## src/hdl/cbf_pkg.sv

```systemverilog
// Shared constants and controller/datapath signal groups for the cell balance flag engine.
`default_nettype none

package cbf_pkg;

    // Pack geometry
    localparam int CELL_ROWS = 16;
    localparam int CELL_COLS = 8;

    localparam int ROW_W  = (CELL_ROWS > 1) ? $clog2(CELL_ROWS) : 1;
    localparam int COL_W  = (CELL_COLS > 1) ? $clog2(CELL_COLS) : 1;
    localparam int VOLT_W = 16;

    // Threshold after reset, millivolts
    localparam logic [VOLT_W-1:0] THRESHOLD_RESET = 16'd50;

    // Commands from controller to datapath
    typedef struct packed {
        logic cell_wr;   // cell beat accepted: store and update minimum
        logic rd_en;     // read the current emit row from the cell store
        logic out_load;  // capture flags of the row just read
        logic out_adv;   // result beat accepted: step to next row
    } cbf_cmd_t;

    // Status from datapath to controller
    typedef struct packed {
        logic last_cell; // load position is the final cell of the pack
        logic last_emit; // emit row is the final row of the pack
    } cbf_status_t;

endpackage

`default_nettype wire

```

## src/hdl/cbf_if.sv

```systemverilog
// Valid/ready channel interfaces for cell input, row results and configuration.
`default_nettype none

interface cbf_cell_if;
    logic                          valid;
    logic                          ready;
    logic [cbf_pkg::VOLT_W-1:0]    cell_voltage_mv;

    modport source (output valid, output cell_voltage_mv, input ready);
    modport sink   (input valid, input cell_voltage_mv, output ready);
endinterface

interface cbf_row_if;
    logic                          valid;
    logic                          ready;
    logic [3:0]                    row_index;
    logic [7:0]                    discharge_flags;
    logic [7:0]                    phase_a_flags;
    logic [7:0]                    phase_b_flags;
    logic [cbf_pkg::VOLT_W-1:0]    min_voltage_mv;
    logic [3:0]                    min_row;
    logic [2:0]                    min_col;
    logic                          last_row;

    modport source (output valid, output row_index, output discharge_flags,
                    output phase_a_flags, output phase_b_flags, output min_voltage_mv,
                    output min_row, output min_col, output last_row, input ready);
    modport sink   (input valid, input row_index, input discharge_flags,
                    input phase_a_flags, input phase_b_flags, input min_voltage_mv,
                    input min_row, input min_col, input last_row, output ready);
endinterface

interface cbf_cfg_if;
    logic                          valid;
    logic                          ready;
    logic [cbf_pkg::VOLT_W-1:0]    data;

    modport source (output valid, output data, input ready);
    modport sink   (input valid, input data, output ready);
endinterface

`default_nettype wire

```

## src/hdl/cbf_ctrl.sv

```systemverilog
// Controller state machine: collects cells, then sequences row reads and result beats.
`default_nettype none

module cbf_ctrl (
    input  wire logic                  clk,
    input  wire logic                  rst_n,
    input  wire logic                  in_valid,
    output logic                       in_ready,
    output logic                       out_valid,
    input  wire logic                  out_ready,
    input  wire cbf_pkg::cbf_status_t  status,
    output cbf_pkg::cbf_cmd_t          cmd
);

    typedef enum logic [1:0] {
        S_COLLECT,
        S_READ,
        S_CALC,
        S_SEND
    } state_t;

    state_t state_reg, state_next;
    logic   in_ready_reg, in_ready_next;
    logic   out_valid_reg, out_valid_next;

    logic in_beat;
    logic out_beat;

    assign in_beat  = in_valid && in_ready_reg;
    assign out_beat = out_valid_reg && out_ready;

    assign in_ready  = in_ready_reg;
    assign out_valid = out_valid_reg;

    // Commands decoded from state and handshakes
    always_comb
    begin
        cmd.cell_wr  = in_beat;
        cmd.rd_en    = (state_reg == S_READ);
        cmd.out_load = (state_reg == S_CALC);
        cmd.out_adv  = out_beat;
    end

    // Next state and registered handshake outputs
    always_comb
    begin
        state_next     = state_reg;
        in_ready_next  = in_ready_reg;
        out_valid_next = out_valid_reg;
        case (state_reg)
            S_COLLECT:
            begin
                if (in_beat && status.last_cell)
                begin
                    state_next    = S_READ;
                    in_ready_next = 1'b0;
                end
            end
            S_READ:
            begin
                state_next = S_CALC;
            end
            S_CALC:
            begin
                state_next     = S_SEND;
                out_valid_next = 1'b1;
            end
            S_SEND:
            begin
                if (out_beat)
                begin
                    out_valid_next = 1'b0;
                    if (status.last_emit)
                    begin
                        state_next    = S_COLLECT;
                        in_ready_next = 1'b1;
                    end
                    else
                    begin
                        state_next = S_READ;
                    end
                end
            end
            default:
            begin
                state_next     = S_COLLECT;
                in_ready_next  = 1'b1;
                out_valid_next = 1'b0;
            end
        endcase
    end

    always_ff @(posedge clk or negedge rst_n)
    begin
        if (!rst_n)
        begin
            state_reg     <= S_COLLECT;
            in_ready_reg  <= 1'b1;
            out_valid_reg <= 1'b0;
        end
        else
        begin
            state_reg     <= state_next;
            in_ready_reg  <= in_ready_next;
            out_valid_reg <= out_valid_next;
        end
    end

    // Input and output sides are never open together
    a_no_overlap: assert property (@(posedge clk) disable iff (!rst_n)
        !(in_ready_reg && out_valid_reg))
        else $error("cbf_ctrl: input ready while a result is pending");

    // Final row beat reopens collection
    a_reopen: assert property (@(posedge clk) disable iff (!rst_n)
        (out_beat && status.last_emit) |=> (in_ready_reg && (state_reg == S_COLLECT)))
        else $error("cbf_ctrl: collection not resumed after last row");

    // Last cell of a pack starts a row read
    a_start_emit: assert property (@(posedge clk) disable iff (!rst_n)
        (in_beat && status.last_cell) |=> (state_reg == S_READ))
        else $error("cbf_ctrl: emission not started after last cell");

endmodule

`default_nettype wire

```

## src/hdl/cbf_datapath.sv

```systemverilog
// Datapath: cell store, running minimum, threshold register and row result register.
`default_nettype none

module cbf_datapath (
    input  wire logic                          clk,
    input  wire logic                          rst_n,
    input  wire cbf_pkg::cbf_cmd_t             cmd,
    output cbf_pkg::cbf_status_t               status,
    input  wire logic                          cfg_wr,
    input  wire logic [cbf_pkg::VOLT_W-1:0]    cfg_data,
    input  wire logic [cbf_pkg::VOLT_W-1:0]    cell_voltage_mv,
    output logic [3:0]                         row_index,
    output logic [7:0]                         discharge_flags,
    output logic [7:0]                         phase_a_flags,
    output logic [7:0]                         phase_b_flags,
    output logic [cbf_pkg::VOLT_W-1:0]         min_voltage_mv,
    output logic [3:0]                         min_row,
    output logic [2:0]                         min_col,
    output logic                               last_row
);

    localparam int ROWS  = cbf_pkg::CELL_ROWS;
    localparam int COLS  = cbf_pkg::CELL_COLS;
    localparam int ROW_W = cbf_pkg::ROW_W;
    localparam int COL_W = cbf_pkg::COL_W;
    localparam int VW    = cbf_pkg::VOLT_W;

    localparam logic [ROW_W-1:0] ROW_LAST = ROW_W'(ROWS - 1);
    localparam logic [COL_W-1:0] COL_LAST = COL_W'(COLS - 1);

    // Cell store: one row-wide word per pack row, written one lane at a time
    logic [COLS-1:0][VW-1:0] cell_mem [ROWS];
    logic [COLS-1:0][VW-1:0] rd_data_reg;

    logic [VW-1:0]    thr_reg;
    logic [VW-1:0]    min_reg;
    logic [ROW_W-1:0] min_row_reg;
    logic [COL_W-1:0] min_col_reg;
    logic [ROW_W-1:0] ld_row_reg;
    logic [COL_W-1:0] ld_col_reg;
    logic [ROW_W-1:0] em_row_reg;
    logic [ROW_W-1:0] out_row_reg;

    logic [COLS-1:0]  flags_reg;
    logic [COLS-1:0]  pha_reg;
    logic [COLS-1:0]  phb_reg;
    logic             last_row_reg;

    logic             first_cell;
    logic [COLS-1:0][VW-1:0] diff;
    logic [COLS-1:0]  flags;
    logic [COLS-1:0]  even_mask;
    logic [COLS-1:0]  no_underflow;

    assign first_cell       = (ld_row_reg == '0) && (ld_col_reg == '0);
    assign status.last_cell = (ld_row_reg == ROW_LAST) && (ld_col_reg == COL_LAST);
    assign status.last_emit = (em_row_reg == ROW_LAST);

    // Threshold register
    always_ff @(posedge clk or negedge rst_n)
    begin
        if (!rst_n)
            thr_reg <= cbf_pkg::THRESHOLD_RESET;
        else if (cfg_wr)
            thr_reg <= cfg_data;
    end

    // Cell store write and row read
    always_ff @(posedge clk)
    begin
        if (cmd.cell_wr)
            cell_mem[ld_row_reg][ld_col_reg] <= cell_voltage_mv;
        if (cmd.rd_en)
            rd_data_reg <= cell_mem[em_row_reg];
    end

    // Load position and running minimum; first cell of a pack always replaces
    always_ff @(posedge clk or negedge rst_n)
    begin
        if (!rst_n)
        begin
            ld_row_reg  <= '0;
            ld_col_reg  <= '0;
            min_reg     <= '0;
            min_row_reg <= '0;
            min_col_reg <= '0;
        end
        else if (cmd.cell_wr)
        begin
            if (first_cell || (cell_voltage_mv < min_reg))
            begin
                min_reg     <= cell_voltage_mv;
                min_row_reg <= ld_row_reg;
                min_col_reg <= ld_col_reg;
            end
            if (ld_col_reg == COL_LAST)
            begin
                ld_col_reg <= '0;
                ld_row_reg <= (ld_row_reg == ROW_LAST) ? '0 : ld_row_reg + 1'b1;
            end
            else
            begin
                ld_col_reg <= ld_col_reg + 1'b1;
            end
        end
    end

    // Emit row counter
    always_ff @(posedge clk or negedge rst_n)
    begin
        if (!rst_n)
            em_row_reg <= '0;
        else if (cmd.out_adv)
            em_row_reg <= status.last_emit ? '0 : em_row_reg + 1'b1;
    end

    // Per-lane flag compare; checkerboard parity of row plus column
    always_comb
    begin
        for (int c = 0; c < COLS; c++)
        begin
            diff[c]         = rd_data_reg[c] - min_reg;
            flags[c]        = (diff[c] >= thr_reg);
            even_mask[c]    = ~(em_row_reg[0] ^ 1'(c));
            no_underflow[c] = (rd_data_reg[c] >= min_reg);
        end
    end

    // Result register
    always_ff @(posedge clk)
    begin
        if (cmd.out_load)
        begin
            out_row_reg  <= em_row_reg;
            flags_reg    <= flags;
            pha_reg      <= flags & even_mask;
            phb_reg      <= flags & ~even_mask;
            last_row_reg <= status.last_emit;
        end
    end

    assign row_index       = 4'(out_row_reg);
    assign discharge_flags = 8'(flags_reg);
    assign phase_a_flags   = 8'(pha_reg);
    assign phase_b_flags   = 8'(phb_reg);
    assign min_voltage_mv  = min_reg;
    assign min_row         = 4'(min_row_reg);
    assign min_col         = 3'(min_col_reg);
    assign last_row        = last_row_reg;

    // Load position wraps to the first cell after the pack completes
    a_wrap: assert property (@(posedge clk) disable iff (!rst_n)
        (cmd.cell_wr && status.last_cell) |=> ((ld_row_reg == '0) && (ld_col_reg == '0)))
        else $error("cbf_datapath: load position did not wrap");

    // Every stored cell of a row is at or above the pack minimum
    a_no_underflow: assert property (@(posedge clk) disable iff (!rst_n)
        cmd.out_load |-> (no_underflow == '1))
        else $error("cbf_datapath: cell below pack minimum");

    // Phases split the flags without overlap
    a_phase_split: assert property (@(posedge clk) disable iff (!rst_n)
        $past(cmd.out_load) |-> (((pha_reg & phb_reg) == '0) && ((pha_reg | phb_reg) == flags_reg)))
        else $error("cbf_datapath: phase masks inconsistent");

endmodule

`default_nettype wire

```

## src/hdl/cell_balance_flag_engine.sv

```systemverilog
// Top level of the cell balance flag engine: controller, datapath and channel hookup.
//
//   channel  | dir | beat carries                                   | handshake
//   ---------+-----+------------------------------------------------+-------------
//   cell_in  | in  | cell_voltage_mv                                | valid/ready
//   row_out  | out | row_index, flags, phases, min voltage/row/col  | valid/ready
//   cfg      | in  | data (balance_threshold_mv)                    | valid/ready
//
// Cells are taken one per cycle while collecting; the cell store takes one lane write a cycle.
// After the last cell, each row goes through a store read, a compare and a result beat; the
// result beat waits while row_out.ready is low. cell_in.ready is low during emission.
// cfg is always ready; the user must see cfg written only while idle, unchecked by the block.
// rst_n is asynchronous active low; the threshold resets to 50 mV, the cell store is not cleared.
`default_nettype none

module cell_balance_flag_engine (
    input  wire logic   clk,
    input  wire logic   rst_n,
    cbf_cell_if.sink    cell_in,
    cbf_row_if.source   row_out,
    cbf_cfg_if.sink     cfg
);

    cbf_pkg::cbf_cmd_t    cmd;
    cbf_pkg::cbf_status_t status;
    logic                 in_ready;
    logic                 out_valid;

    assign cell_in.ready = in_ready;
    assign row_out.valid = out_valid;
    assign cfg.ready     = 1'b1;

    cbf_ctrl u_ctrl (
        .clk       (clk),
        .rst_n     (rst_n),
        .in_valid  (cell_in.valid),
        .in_ready  (in_ready),
        .out_valid (out_valid),
        .out_ready (row_out.ready),
        .status    (status),
        .cmd       (cmd)
    );

    cbf_datapath u_datapath (
        .clk             (clk),
        .rst_n           (rst_n),
        .cmd             (cmd),
        .status          (status),
        .cfg_wr          (cfg.valid),
        .cfg_data        (cfg.data),
        .cell_voltage_mv (cell_in.cell_voltage_mv),
        .row_index       (row_out.row_index),
        .discharge_flags (row_out.discharge_flags),
        .phase_a_flags   (row_out.phase_a_flags),
        .phase_b_flags   (row_out.phase_b_flags),
        .min_voltage_mv  (row_out.min_voltage_mv),
        .min_row         (row_out.min_row),
        .min_col         (row_out.min_col),
        .last_row        (row_out.last_row)
    );

endmodule

`default_nettype wire
```

## src/flat_wrapper.sv

```systemverilog
// flat-port wrapper written by rule: the top's interface ports become plain ports
module cell_balance_flag_engine_flat 
  (clk, rst_n, cell_in_valid, cell_in_cell_voltage_mv, cell_in_ready, row_out_valid, row_out_row_index, row_out_discharge_flags, row_out_phase_a_flags, row_out_phase_b_flags, row_out_min_voltage_mv, row_out_min_row, row_out_min_col, row_out_last_row, row_out_ready, cfg_valid, cfg_data, cfg_ready);
  cbf_cell_if cell_in_i ();
  cbf_row_if row_out_i ();
  cbf_cfg_if cfg_i ();
  input  wire logic clk;
  input  wire logic rst_n;
  input wire logic [$bits(cell_in_i.valid)-1:0] cell_in_valid;
  input wire logic [$bits(cell_in_i.cell_voltage_mv)-1:0] cell_in_cell_voltage_mv;
  output wire logic [$bits(cell_in_i.ready)-1:0] cell_in_ready;
  output wire logic [$bits(row_out_i.valid)-1:0] row_out_valid;
  output wire logic [$bits(row_out_i.row_index)-1:0] row_out_row_index;
  output wire logic [$bits(row_out_i.discharge_flags)-1:0] row_out_discharge_flags;
  output wire logic [$bits(row_out_i.phase_a_flags)-1:0] row_out_phase_a_flags;
  output wire logic [$bits(row_out_i.phase_b_flags)-1:0] row_out_phase_b_flags;
  output wire logic [$bits(row_out_i.min_voltage_mv)-1:0] row_out_min_voltage_mv;
  output wire logic [$bits(row_out_i.min_row)-1:0] row_out_min_row;
  output wire logic [$bits(row_out_i.min_col)-1:0] row_out_min_col;
  output wire logic [$bits(row_out_i.last_row)-1:0] row_out_last_row;
  input wire logic [$bits(row_out_i.ready)-1:0] row_out_ready;
  input wire logic [$bits(cfg_i.valid)-1:0] cfg_valid;
  input wire logic [$bits(cfg_i.data)-1:0] cfg_data;
  output wire logic [$bits(cfg_i.ready)-1:0] cfg_ready;
  assign cell_in_i.valid = cell_in_valid;
  assign cell_in_i.cell_voltage_mv = cell_in_cell_voltage_mv;
  assign cell_in_ready = cell_in_i.ready;
  assign row_out_valid = row_out_i.valid;
  assign row_out_row_index = row_out_i.row_index;
  assign row_out_discharge_flags = row_out_i.discharge_flags;
  assign row_out_phase_a_flags = row_out_i.phase_a_flags;
  assign row_out_phase_b_flags = row_out_i.phase_b_flags;
  assign row_out_min_voltage_mv = row_out_i.min_voltage_mv;
  assign row_out_min_row = row_out_i.min_row;
  assign row_out_min_col = row_out_i.min_col;
  assign row_out_last_row = row_out_i.last_row;
  assign row_out_i.ready = row_out_ready;
  assign cfg_i.valid = cfg_valid;
  assign cfg_i.data = cfg_data;
  assign cfg_ready = cfg_i.ready;
  cell_balance_flag_engine u_core (.clk(clk), .rst_n(rst_n), .cell_in(cell_in_i), .row_out(row_out_i), .cfg(cfg_i));
endmodule
```

## config.mk

```make
export PLATFORM = sky130hd
export DESIGN_NAME = cell_balance_flag_engine_flat
export DESIGN_NICKNAME = d
export VERILOG_FILES = /design/src/hdl/cbf_pkg.sv /design/src/hdl/cbf_if.sv /design/src/hdl/cbf_ctrl.sv /design/src/hdl/cbf_datapath.sv /design/src/hdl/cell_balance_flag_engine.sv /design/src/flat_wrapper.sv
export SDC_FILE = /design/constraint.sdc
export NUM_CORES = 2
export LEC_CHECK = 0
export ABC_AREA = 1
export BUFFER_PORTS_ARGS = -buffer_cell sky130_fd_sc_hd__clkbuf_2
export CAP_MARGIN = 5
export CORE_ASPECT_RATIO = 1.4
export CORE_MARGIN = 5
export CORE_UTILIZATION = 45
export DETAILED_ROUTE_END_ITERATION = 10
export GPL_TIMING_DRIVEN = 0
export HOLD_SLACK_MARGIN = 0.05
export SETUP_SLACK_MARGIN = 0.1
export SKIP_LAST_GASP = 1
export SLEW_MARGIN = 20
export SYNTH_ARGS = -nofsm -noshare
export SYNTH_HDL_FRONTEND = slang
export SYNTH_SLANG_ARGS = --single-unit
```

## constraint.sdc

```tcl
create_clock -name clk -period 8.2 [get_ports clk]
set_clock_uncertainty 0.15 [all_clocks]
set_input_delay 2.46 -clock clk [delete_from_list [all_inputs] [get_ports clk]]
set_output_delay 2.46 -clock clk [all_outputs]
set_load 0.02 [all_outputs]
```

==> results.ini <==
[timing]
tns_ns = 0
setup-violations-final = 0
fmax_mhz = 192
fin_crit_sh_pct = 63.5
worst_pin_slew_ns = 1.24
slew_violations = 0
post-route-min-period_ns = 5.21
rsz0062_at_grt = no
maxSlewHeadroom_pct = 17.2
final_hold_viol_count = 0

[logic_synthesis]
syn_avg_cell_area_um2 = 13.0
synth-main-ff-cell = edfxtp_1
synth_top_area_share_pct = 69.2
async_flop_share_pct = 2.39
synth_area_mm2 = 0.0956
synth.net_count = 7684
yosysSeqAreaShare_pct = 70.6
synth_edf_count = 2205
yosysMostFrequentCell = edfxtp_1
ys_types = 42
yosys_warnings = 0
synthCells = 7363
yosys-top-cells-area = edfxtp_1, nor2_1, ha_1
yosys-top-cells-count = edfxtp_1, nor2_1, o21ai_0
synth_seq_cells = 2259
synth_top_area_cell = edfxtp_1

[power_and_ir_drop]
leakagePower_nw = 37.2
p_total_w = 0.0429
ir_worst_vdd_mv = 0.316
power-per-cell-area_mw_per_mm2 = 393

[worst_setup_path]
cp_slowest_cell = dfrtp_2
r2r_slack_ns = 2.99
cpPeakStageDelay_ns = 0.92
end_kind = flip-flop
critPathArrivalTime_ns = 5.79
worst-setup-path-type = flip-flop to flip-flop
cp.required_ns = 8.78
crit_chain = inv_1, ha_1, nand3_1, nand2_1, a21oi_1, o21ai_0, nand3_1, nand3b_1, nand2_1, ha_1, nand2_1, inv_1, nand3_1, nor3_1, o21ai_0, nand3_1, nand2_1, inv_1
start_kind = flip-flop
worst-path-max-fanout = 11

[cts]
cts_resized = 0
clkSinkCount = 2259
cts_setup_buffers = 0
ctsRootBufferMaster = clkbuf_16
htree_levels = 4
cts_buffers = 216
ctsHoldBuffers = 0
insertion_delay_ns = 0.87
clk_pin_slew_ns = 0.07
clock_path_buffers = 4
cts_tree = yes

[final_layout]
final_nets = 8137
drive_gt1_share_pct = 9.90
syn_to_final_growth_pct = 14.1
fillers = 18000
fin_util_pct = 51.6
final_area_mm2 = 0.109
largest_register_ffs = 2048

[flow_run]
cap_violations = 0

[global_routing]
grt_usage_pct = 28.2
grt_first_pass_wirelength_mm = 449
antenna_found_initial = 27
grt_pass1_vias = 64200
grt_overflow = 0
grt_max_degree = 95

[route]
drt-initial-drc-count = 7247
wl_mm = 319
vias_per_cell = 5.94
ant_nets = 0
via_count = 64400
drt_drc_violations_left = 0
drtPass1Iterations = 5
wl_per_cell_um = 29.5

[floorplan]
rows = 200
core_area_mm2 = 0.212
boundaryPins = 92
start_util_pct = 45.2
die_w_um = 400
dieArea_mm2 = 0.222
fp.dieH_um = 555

[placed_design]
gp_congestion = 0.910
dp_hpwl_mm = 216
numPortBuffers = 90
placement.cell_area_mm2 = 0.103

[worst_hold_path]
hold_path.class = flip-flop to flip-flop

[outcome]
status = complete, no violations

-- metrics by stage --
step	std cells	hold WS [ns]	setup WS (ns)
after CTS	10800	0.345	3.14
after global routing	10800	0.345	2.82
after detailed placement	10400	0.328	2.60
after global placement	10300	0.312	0.830
final	10800	0.339	2.99
after floorplan	7363	0.295	3.79
-- final timing paths --
| path | from | endpoint | depth (start not counted) |
|---|---|---|---|
| worst min register to register | u_core.u_datapath.em_row_reg[1] | u_core.u_datapath.row_index[1] | 0 |
| worst min-delay path | u_core.u_datapath.em_row_reg[1] | u_core.u_datapath.row_index[1] | 0 |
| min in group asynchronous | rst_n | u_core.u_datapath.thr_reg[10] | 1 |
| worst max register to register | u_core.u_datapath.min_voltage_mv[1] | u_core.u_datapath.phase_a_flags[4] | 18 |
| max in group asynchronous | rst_n | u_core.u_datapath.min_voltage_mv[1] | 2 |
| worst max-delay path | u_core.u_datapath.min_voltage_mv[1] | u_core.u_datapath.phase_a_flags[4] | 18 |
-- placed cells by master, fill, tap and decap left out, types with 19 or more instances in the layout --
cell type	n
mux2i_1	204
clkinv_2	30
buf_2	78
clkbuf_8	19
o32ai_1	256
nand3_1	308
clkbuf_1	325
xor2_1	59
nor2_2	117
o211ai_1	105
clkbuf_16	219
o21ai_0	667
diode_2	19
dfrtp_1	48
ha_1	274
buf_6	65
o221ai_1	152
buf_16	32
buf_8	41
nand4_1	21
inv_1	211
edfxtp_1	2205
o22ai_1	52
buf_1	29
nor3_1	32
clkbuf_2	86
nand2_1	643
nor2_1	1216
clkinv_1	58
xnor2_1	45
a21oi_1	192
-- area by class of cell --
cell class              instances  area (um2)  area share (%)
inverters                     225         846           0.775
plain buffers                 414        1750            1.60
repair buffers                235        2970            2.72
flip-flops and latches       2259       67600            61.9
diodes                         19        47.5          0.0436
clock inverters               107         769           0.705
clock buffers                 273        5710            5.23
well taps                    2828        3540            3.24
multi-input cells            4465       25900            23.8
-- critical path, delay by kind of cell, from the launching register on --
kind / cells / cell delay, ns
adder cells (fa/ha/maj): 2 / 0.86
AO/OA/AOI/OAI: 3 / 0.75
AND/OR/NAND/NOR: 10 / 1.42
flip-flops: 1 / 0.92
buffers and inverters: 3 / 0.96
-- cell families (layout without fill, tap and decap cells) --
family	after synthesis	after routing	synth area share, %
buf+inv	639	1254	2.69
flops	2259	2259	70.6
fa+ha+maj	284	284	3.78
xor+xnor	104	104	0.952
simple gates	2382	2382	9.92
other cells	1	20	0.00392
compound gates	1489	1489	9.86
mux	205	205	2.15
-- layer usage --
layer	wire, um	track usage, %	vias up	part of all wire (%)
met3	24200	4.98	795	7.6
met1	116000	33.7	32300	36
met4	22900	17.6	10	7.2
li1	-	-	28300	-
met2	156000	47.3	2888	49
met5	63	0	-	0.020
-- where the power goes --
part           internal [W]  switching [W]
Combinational       0.00589         0.0135
Clock               0.00521        0.00428
Sequential           0.0136       0.000389
No activity file was read; power rests on OpenSTA's default activity.
